[src/rtl/mtpa_pkg.sv]
`default_nettype none

package mtpa_pkg;

    // Partition limits
    localparam int unsigned MAX_PARTITIONS  = 16;
    localparam int unsigned CLAMSHELL_COUNT = 8;
    localparam int unsigned CLAMSHELL_LIMIT =
        (CLAMSHELL_COUNT < MAX_PARTITIONS) ? CLAMSHELL_COUNT : MAX_PARTITIONS;

    // Field widths
    localparam int unsigned IDX_W   = 4;
    localparam int unsigned WORD_W  = 32;
    localparam int unsigned TEMP_W  = 17;
    localparam int unsigned BASE_W  = 6;
    localparam int unsigned COUNT_W = 3;
    localparam int unsigned TOPO_W  = 2;
    localparam int unsigned LIMIT_W = 7;

    // Word decode constants
    localparam logic [WORD_W-1:0] POISON_MASK  = 32'hFFFF_0000;
    localparam logic [WORD_W-1:0] POISON_VALUE = 32'hBADF_0000;
    localparam logic [WORD_W-1:0] ALL_ONES     = 32'hFFFF_FFFF;
    localparam logic [7:0]        CODE_MIN     = 8'd21;
    localparam logic [7:0]        CODE_MAX     = 8'd80;
    localparam logic [7:0]        CODE_OFFSET  = 8'd20;
    localparam logic [TEMP_W-1:0] MDEG_PER_STEP = 17'd2000;
    localparam int unsigned       VALID_SHIFT  = 24;

    // Slot counts per topology
    localparam logic [COUNT_W-1:0] SLOTS_PAIRED = 3'd2;
    localparam logic [COUNT_W-1:0] SLOTS_FULL   = 3'd4;

    // Topology codes
    typedef enum logic [TOPO_W-1:0] {
        TOPO_UNKNOWN   = 2'd0,
        TOPO_STANDARD  = 2'd1,
        TOPO_CLAMSHELL = 2'd2,
        TOPO_RESERVED  = 2'd3
    } topo_t;

    typedef struct packed {
        logic              vld;
        logic [TEMP_W-1:0] temp;
    } slot_t;

    // Word is not all ones and not poisoned
    function automatic logic word_usable(input logic [WORD_W-1:0] w);
        word_usable = (w != ALL_ONES) && ((w & POISON_MASK) != POISON_VALUE);
    endfunction

    // Decode one data word; invalid words read as zero millidegrees
    function automatic slot_t decode_word(input logic            vbit,
                                          input logic [WORD_W-1:0] w);
        logic [7:0]        code;
        logic [TEMP_W-1:0] offs;
        slot_t             s;
        code   = w[23:16];
        offs   = TEMP_W'(code - CODE_OFFSET);
        s.vld  = vbit && word_usable(w) && (code >= CODE_MIN) && (code <= CODE_MAX);
        s.temp = s.vld ? TEMP_W'(offs * MDEG_PER_STEP) : '0;
        decode_word = s;
    endfunction

    // Pair of slots by maximum; ties keep the first word
    function automatic slot_t pair_max(input slot_t a, input slot_t b);
        slot_t s;
        if (a.vld && (!b.vld || a.temp >= b.temp))
            s = a;
        else if (b.vld)
            s = b;
        else
            s = '0;
        pair_max = s;
    endfunction

    function automatic logic [TEMP_W-1:0] max2(input logic [TEMP_W-1:0] a,
                                              input logic [TEMP_W-1:0] b);
        max2 = (b > a) ? b : a;
    endfunction

endpackage

`default_nettype wire

[src/rtl/memory_thermal_partition_aggregator_unit.sv]
`default_nettype none

// Memory partition thermal aggregator. Each transfer on the input channel
// carries one partition (validity word plus four raw temperature words) and
// produces exactly one result: the decoded slot temperatures, their valid
// mask, the slot base/count for the configured topology, and the running
// hottest temperature of the current pass (cleared by first_of_pass). The
// unit takes one partition per clock while the output is not stalled: an input
// register feeds a single level of decode and max logic into the result
// register, and the running hottest value is updated in the same cycle a
// partition moves into the result register. A result is valid once it has passed
// the input register and the result register. A stalled result holds the result
// register and a full input register, and stalls the input in the same cycle.
// The topology register may only be written while no partition is in flight.

module memory_thermal_partition_aggregator_unit
(
    input  wire logic                           clk,
    input  wire logic                           rst_n,

    // Configuration
    input  wire logic                           cfg_valid,
    output logic                                cfg_ready,
    input  wire logic [mtpa_pkg::TOPO_W-1:0]    topology,

    // Partition input
    input  wire logic                           in_valid,
    output logic                                in_stall,
    input  wire logic [mtpa_pkg::IDX_W-1:0]     partition_index,
    input  wire logic [mtpa_pkg::WORD_W-1:0]    validity_word,
    input  wire logic [mtpa_pkg::WORD_W-1:0]    data_word_0,
    input  wire logic [mtpa_pkg::WORD_W-1:0]    data_word_1,
    input  wire logic [mtpa_pkg::WORD_W-1:0]    data_word_2,
    input  wire logic [mtpa_pkg::WORD_W-1:0]    data_word_3,
    input  wire logic                           first_of_pass,

    // Result output
    output logic                                out_valid,
    input  wire logic                           out_stall,
    output logic [mtpa_pkg::BASE_W-1:0]         slot_base,
    output logic [mtpa_pkg::COUNT_W-1:0]        slot_count,
    output logic [mtpa_pkg::TEMP_W-1:0]         slot_temp_0,
    output logic [mtpa_pkg::TEMP_W-1:0]         slot_temp_1,
    output logic [mtpa_pkg::TEMP_W-1:0]         slot_temp_2,
    output logic [mtpa_pkg::TEMP_W-1:0]         slot_temp_3,
    output logic [3:0]                          slot_valid_mask,
    output logic [mtpa_pkg::TEMP_W-1:0]         hottest_temp,
    output logic                                hottest_valid
);

    import mtpa_pkg::*;

    // Configuration register
    topo_t topo_reg;

    // Input stage
    logic                s1_valid_reg;
    logic [IDX_W-1:0]    s1_idx_reg;
    logic [WORD_W-1:0]   s1_validity_reg;
    logic [WORD_W-1:0]   s1_word_reg [4];
    logic                s1_first_reg;

    // Running hottest state
    logic [TEMP_W-1:0]   hot_reg;
    logic                hot_vld_reg;
    logic [TEMP_W-1:0]   hot_next;
    logic                hot_vld_next;

    // Result stage
    logic                out_valid_reg;
    logic [BASE_W-1:0]   base_reg;
    logic [COUNT_W-1:0]  count_reg;
    logic [TEMP_W-1:0]   temp_reg [4];
    logic [3:0]          mask_reg;

    // Combinational results
    logic                advance;
    logic                standard;
    logic [LIMIT_W-1:0]  limit;
    logic                in_range;
    logic                part_ok;
    logic [BASE_W-1:0]   base_next;
    logic [COUNT_W-1:0]  count_next;
    slot_t               dec   [4];
    slot_t               slot  [4];
    logic [3:0]          mask_next;
    logic [TEMP_W-1:0]   prior_hot;
    logic [TEMP_W-1:0]   max_a;
    logic [TEMP_W-1:0]   max_b;

    assign cfg_ready = 1'b1;

    // Handshake: result register frees up when empty or taken
    assign advance  = s1_valid_reg && !(out_valid_reg && out_stall);
    assign in_stall = s1_valid_reg && !advance;

    // Topology decode
    always_comb
    begin
        unique case (topo_reg)
            TOPO_STANDARD:
            begin
                standard = 1'b1;
                limit    = LIMIT_W'(MAX_PARTITIONS);
            end
            TOPO_CLAMSHELL:
            begin
                standard = 1'b0;
                limit    = LIMIT_W'(CLAMSHELL_LIMIT);
            end
            TOPO_UNKNOWN, TOPO_RESERVED:
            begin
                standard = 1'b0;
                limit    = LIMIT_W'(MAX_PARTITIONS);
            end
            default:
            begin
                standard = 1'b0;
                limit    = LIMIT_W'(MAX_PARTITIONS);
            end
        endcase
    end

    assign in_range = LIMIT_W'(s1_idx_reg) < limit;
    assign part_ok  = in_range && word_usable(s1_validity_reg);

    // Slot base and count
    always_comb
    begin
        if (!in_range)
        begin
            count_next = '0;
            base_next  = '0;
        end
        else if (standard)
        begin
            count_next = SLOTS_PAIRED;
            base_next  = BASE_W'({s1_idx_reg, 1'b0});
        end
        else
        begin
            count_next = SLOTS_FULL;
            base_next  = BASE_W'({s1_idx_reg, 2'b00});
        end
    end

    // Word decode and slot mapping
    always_comb
    begin
        for (int i = 0; i < 4; i++)
            dec[i] = decode_word(s1_validity_reg[VALID_SHIFT + i], s1_word_reg[i]);

        if (!part_ok)
        begin
            for (int i = 0; i < 4; i++)
                slot[i] = '0;
        end
        else if (standard)
        begin
            slot[0] = pair_max(dec[0], dec[2]);
            slot[1] = pair_max(dec[1], dec[3]);
            slot[2] = '0;
            slot[3] = '0;
        end
        else
        begin
            for (int i = 0; i < 4; i++)
                slot[i] = dec[i];
        end

        for (int i = 0; i < 4; i++)
            mask_next[i] = slot[i].vld;
    end

    // Running hottest fold; invalid slots and a cleared state read as zero
    assign prior_hot    = s1_first_reg ? '0 : hot_reg;
    assign max_a        = max2(slot[0].temp, slot[1].temp);
    assign max_b        = max2(slot[2].temp, slot[3].temp);
    assign hot_next     = max2(prior_hot, max2(max_a, max_b));
    assign hot_vld_next = (!s1_first_reg && hot_vld_reg) || (|mask_next);

    // Configuration register
    always_ff @(posedge clk or negedge rst_n)
    begin
        if (!rst_n)
            topo_reg <= TOPO_UNKNOWN;
        else if (cfg_valid && cfg_ready)
            topo_reg <= topo_t'(topology);
    end

    // Input stage control
    always_ff @(posedge clk or negedge rst_n)
    begin
        if (!rst_n)
            s1_valid_reg <= 1'b0;
        else if (!in_stall)
            s1_valid_reg <= in_valid;
    end

    // Input stage payload
    always_ff @(posedge clk)
    begin
        if (in_valid && !in_stall)
        begin
            s1_idx_reg      <= partition_index;
            s1_validity_reg <= validity_word;
            s1_word_reg[0]  <= data_word_0;
            s1_word_reg[1]  <= data_word_1;
            s1_word_reg[2]  <= data_word_2;
            s1_word_reg[3]  <= data_word_3;
            s1_first_reg    <= first_of_pass;
        end
    end

    // Running hottest state and result valid
    always_ff @(posedge clk or negedge rst_n)
    begin
        if (!rst_n)
        begin
            hot_reg       <= '0;
            hot_vld_reg   <= 1'b0;
            out_valid_reg <= 1'b0;
        end
        else
        begin
            if (advance)
            begin
                hot_reg     <= hot_next;
                hot_vld_reg <= hot_vld_next;
            end
            if (advance)
                out_valid_reg <= 1'b1;
            else if (!out_stall)
                out_valid_reg <= 1'b0;
        end
    end

    // Result payload
    always_ff @(posedge clk)
    begin
        if (advance)
        begin
            base_reg  <= base_next;
            count_reg <= count_next;
            mask_reg  <= mask_next;
            for (int i = 0; i < 4; i++)
                temp_reg[i] <= slot[i].temp;
        end
    end

    assign out_valid       = out_valid_reg;
    assign slot_base       = base_reg;
    assign slot_count      = count_reg;
    assign slot_temp_0     = temp_reg[0];
    assign slot_temp_1     = temp_reg[1];
    assign slot_temp_2     = temp_reg[2];
    assign slot_temp_3     = temp_reg[3];
    assign slot_valid_mask = mask_reg;
    assign hottest_temp    = hot_reg;
    assign hottest_valid   = hot_vld_reg;

endmodule

`default_nettype wire

[config.mk]
export PLATFORM = sky130hd
export DESIGN_NAME = memory_thermal_partition_aggregator_unit
export DESIGN_NICKNAME = d
export VERILOG_FILES = /design/src/rtl/mtpa_pkg.sv /design/src/rtl/memory_thermal_partition_aggregator_unit.sv
export SDC_FILE = /design/constraint.sdc
export NUM_CORES = 1
export LEC_CHECK = 0
export ABC_AREA = 1
export BUFFER_PORTS_ARGS = -buffer_cell sky130_fd_sc_hd__buf_2
export CORE_ASPECT_RATIO = 2
export CORE_UTILIZATION = 50
export CTS_CLUSTER_DIAMETER = 80
export DETAILED_ROUTE_END_ITERATION = 16
export GPL_TIMING_DRIVEN = 0
export PLACE_DENSITY = 0.73
export REMOVE_ABC_BUFFERS = 1
export SKIP_CTS_REPAIR_TIMING = 1
export SLEW_MARGIN = 10
export SYNTH_ARGS = -nofsm -noshare
export SYNTH_HDL_FRONTEND = slang
export SYNTH_SLANG_ARGS = --single-unit
export TNS_END_PERCENT = 50
[constraint.sdc]
create_clock -name clk -period 25.7 [get_ports clk]
set_clock_uncertainty 0.15 [all_clocks]
set_input_delay 5.14 -clock clk [delete_from_list [all_inputs] [get_ports clk]]
set_output_delay 5.14 -clock clk [all_outputs]
set_load 0.01 [all_outputs]
Word-level counts from Yosys, hierarchy flattened. Memories as Yosys holds them, arrays and structs flattened. Cells that the tools add are included.

Bits in registers: 72. Memory bits (writable): 196. Memories: 2.

Memory list: s1_word_reg (depth 4, width 32, read ports 4, clocked after Yosys merged registers in 0, wr ports 4, RTL line memory_thermal_partition_aggregator_unit.sv:60) `logic [WORD_W-1:0] s1_word_reg [4];`; temp_reg (depth 4, width 17, read ports 4, clocked after Yosys merged registers in 0, wr ports 4, RTL line memory_thermal_partition_aggregator_unit.sv:73) `logic [TEMP_W-1:0] temp_reg [4];`.

Add/subtract/negate cells: 4. Multiply operators: 4. $lt $le $gt $ge: 15. Equality and inequality tests: 14. Muxes and demuxes: 25. Bitwise gates (word level): 1. Reduce and logical (&&, ||, !) cells: 40.

Operator list (count): $ne A32 B32 Y1 const B (5); $mux W17 (9); $mux W72 (2); $ne A16 B16 Y1 const B (5); $mux W18 (4); $gt A17 B17 Y1 (4); $mul A17 B7 Y13 const B (4); $sub A8 B5 Y9 const B (4); $ge A17 B17 Y1 (2); $ge A8 B5 Y1 const B (4); $le A8 B7 Y1 const B (4); $logic_and A1 B1 Y1 (25); $pmux W7 S2 (1); $lt A4 B7 Y1 (1); $logic_not A1 Y1 (6); $mux W1 (6); $reduce_or A3 Y1 (2); $mux W5 (1); $eq A2 B2 Y1 const B (2); $reduce_or A4 Y1 (1); $logic_or A1 B1 Y1 (3); $mux W3 (1); $eq A2 B1 Y1 const B (1); $logic_not A2 Y1 (1); 5 further kinds (5).

Logic depth before layout (Yosys ltp). An unclocked memory read counts as a cell.

Depth in word-level cells: 19. Depth in mapped cells: 77. Mapped depth without buffers: 72.

Worst setup path before layout. No wires, ideal clock.

Kind: reg2reg. Start point: memory s1_word_reg[1][18]. End point: register hot_reg[10], in the netlist hottest_temp[10]. Library setup time: 117 ps. Data arrival time: 10560 ps. Required time: 25433 ps. Path slack: 14873 ps. Stages on the path, launching flop included: 67. Clock period less this slack: 10827 ps. Cells stage by stage: edfxtp_1 inv_1 ha_1 nor2_1 inv_1 nand2_1 xor2_1 inv_1 ha_1 inv_1 fa_1 inv_1 fa_1 inv_1 fa_1 inv_1 ha_1 inv_1 [31 not listed] o21bai_1 nand3b_1 a31o_2 a21oi_1 or2_2 inv_1 nor2_1 inv_1 buf_2 nand3_2 nand2_1 ha_1 nand4_1 o41ai_1 clkbuf_1 a21oi_1 nand2_1 nand2_1.

RTL lines: start: declaration (RTL line memory_thermal_partition_aggregator_unit.sv:60); end signal: assignment (RTL line memory_thermal_partition_aggregator_unit.sv:228) `hot_reg <= hot_next;`; end: declaration (RTL line memory_thermal_partition_aggregator_unit.sv:64) `logic [TEMP_W-1:0] hot_reg;`.

==> impl_metrics.tcl <==
set metrics [dict create \
    n_fill_cell 2736 \
    place.gp.congestion 0.932 \
    ys_ff_latch 154 \
    grt_pass1_vias 12300 \
    crit_slowest_cell "nor3_1" \
    outcome "finished clean" \
    dpl_cell_area_um2 16000 \
    wire_per_inst_um 15.8 \
    synth-edff-count 132 \
    antenna_found_initial 0 \
    final_design_area_no_fill_um2 16600 \
    final_util 0.565 \
    critPathKind "flip-flop to flip-flop" \
    worstPathArrival_ps 14250 \
    clock-sinks 154 \
    nets 2389 \
    cp_max_fo 15 \
    cp_data_required_time_ps 25890 \
    rows 89 \
    holdWs_ps 328 \
    drive_above_1_share 0.130 \
    grt_first_pass_wirelength_mm 58.9 \
    port_buffers 158 \
    final_max_slew_viol_count 0 \
    yosysSeqAreaShare 0.302 \
    crit_path_end_kind "flip-flop" \
    hp-class "flip-flop to flip-flop" \
    timing.final.crit_share 0.547 \
    initial_core_util 0.508 \
    via_count 12000 \
    syn_area_um2 14900 \
    post-route-min-period_ps 14070 \
    largest_reg_flops 52 \
    die_h_um 247 \
    ir_drop_mv 0.0727 \
    area_growth_pct 11.1 \
    hpwl_mm 30.4 \
    n_antenna_cell 0 \
    die_w_um 124 \
    path_delay_family "simple AND/OR/NAND/NOR gates" \
    drt_iter0_drc 510 \
    fp.coreArea_um2 29400 \
    max_freq_ghz 0.0711 \
    tritoncts "done" \
    synth_area_per_cell_um2 8.40 \
    relSlewSlack 0.226 \
    ys_top_cells_by_area "edfxtp_1 27%, ha_1 17%, fa_1 11%" \
    dieArea_um2 30600 \
    rsz0062_at_grt "false" \
    worst-path-buf-inv 11 \
    synth.top_cell.area_share 0.265 \
    cts_max_level 4 \
    vias_per_cell 5.18 \
    hold_viol_final 0 \
    clk_latency_ps 450 \
    power_density_nw_per_um2 137 \
    start_kind "flip-flop" \
    post-route-drc-count 0 \
    synthFlopType "edfxtp_1" \
    grt_overflow_total 0 \
    ant_nets 0 \
    drv_cap 0 \
    setup_violations 0 \
    worstMarginPinSlew_ps 1150 \
    io_pins 274 \
    ys.warnings.count 0 \
    setup_tns_ps 0 \
    ys_types 57 \
    routed_wl_mm 36.5 \
    synth-async-reset-ratio 0.143 \
    grt_usage 0.249 \
    syn_inst 1780 \
    cts-root-buf "clkbuf_16" \
    cts_buffer_depth 2 \
    design_power_total_mw 2.27 \
    cts_buffers 17 \
    grt_max_degree 66 \
    yosysTopAreaCell "edfxtp_1" \
    leakage_nw 8.71 \
    clk_pin_slew_worst_paths_ps 60 \
    max_stage_delay_ps 860 \
    drt_first_pass_iters 5 \
]
==> Yosys cell counts (3+ instances only) <==
master,n
nor2_1,155
clkbuf_1,9
inv_1,386
nor3_1,34
nor4_1,4
nand3_1,64
o21bai_1,11
o21ai_0,47
o21ai_1,4
or2_2,9
o22ai_1,3
inv_2,4
a21oi_1,88
edfxtp_1,132
a21o_1,6
nand4_1,12
a31oi_1,5
ha_1,199
fa_1,85
xor2_1,40
o221ai_1,3
nand3_2,14
buf_2,9
nor2_2,3
xnor2_1,22
nand2_1,334
dfrtp_1,22
buf_4,20
nand2_2,15
buf_1,3
==> cell usage in the layout (no fill, tap or decap), drive strengths merged, types with 2 or more instances in the layout <==
| cell | instances |
|---|---|
| o221ai | 3 |
| ha | 199 |
| o211ai | 2 |
| nand3 | 78 |
| a21boi | 2 |
| nand3b | 2 |
| o31ai | 2 |
| nor2 | 158 |
| clkinvlp | 2 |
| buf | 161 |
| nand4 | 12 |
| o21ai | 52 |
| nand2 | 351 |
| o41ai | 2 |
| conb | 19 |
| nor4 | 4 |
| a21oi | 91 |
| fa | 85 |
| clkinv | 8 |
| edfxtp | 132 |
| xor2 | 40 |
| o22ai | 3 |
| o21a | 2 |
| a31o | 2 |
| dfrtp | 22 |
| a31oi | 5 |
| nor3 | 36 |
| o21bai | 11 |
| xnor2 | 23 |
| or2 | 9 |
| inv | 395 |
| o2111ai | 2 |
| a21o | 6 |
| clkbuf | 17 |
==> per-stage QoR <==
stage / instances / setup slack [ps]
2_1_floorplan: 1753 / 13590
3_3_place_gp: 2275 / 10300
3_5_place_dp: 2278 / 11830
4_1_cts: 2310 / 11790
5_1_grt: 2310 / 10510
6_report: 2310 / 11630
==> worst register-to-register path, delay by kind of cell (launching register included) <==
| kind | cells | cell delay (ps) |
|---|---|---|
| simple gates | 25 | 4360 |
| flops | 1 | 450 |
| fa+ha+maj | 10 | 3650 |
| compound gates | 18 | 3410 |
| buf+inv | 11 | 1960 |
==> per-layer routing <==
| metal | vias up | GRT usage | wire (µm) |
|---|---|---|---|
| met5 | - | 0 | 0 |
| met4 | 0 | 0.189 | 2870 |
| met3 | 135 | 0.0415 | 1510 |
| met2 | 347 | 0.479 | 19800 |
| met1 | 5573 | 0.231 | 12300 |
| li1 | 5922 | - | - |
==> power breakdown <==
part	internal, mW	leakage (nW)	total [mW]	switching, mW
Sequential	0.318	1.57	0.337	0.0188
Combinational	0.621	6.87	1.69	1.07
Clock	0.134	0.272	0.246	0.111
Total	1.07	8.71	2.27	1.20
==> layout make-up <==
cell class                      instances  area, µm²  area share
Clock inverter                         15        139     0.00836
Tap cell                              364        455      0.0274
Timing Repair Buffer                  161        841      0.0506
Sequential cell                       154       4510       0.272
Clock buffer                           17        425      0.0256
Multi-Input combinational cell       1208       8760       0.527
Inverter                              391       1470      0.0887
==> final timing paths <==
kind	startpoint	to	slack, ps	depth (start not counted)
setup reg to reg	s1_word_reg[3][18]	hottest_temp[10]	11630	64
hold / removal	s1_valid_reg	out_valid	330	2
hold reg to reg	s1_valid_reg	out_valid	330	2
min in group asynchronous	rst_n	out_valid	4500	1
max in group asynchronous	rst_n	hottest_valid	20550	1
setup / recovery	s1_word_reg[3][18]	hottest_temp[10]	11630	64
==> cells by family (layout without fill, tap and decap cells) <==
logic type	Yosys count	count (layout)	synth area share
compound gates	188	188	0.0723
xor+xnor	63	63	0.0374
fa+ha+maj	284	284	0.280
buf+inv	435	584	0.117
flops	154	154	0.302
mux	1	1	0.000670
other cells	2	19	0.000502
simple gates	653	653	0.190
(Power assumes the default switching activity.)
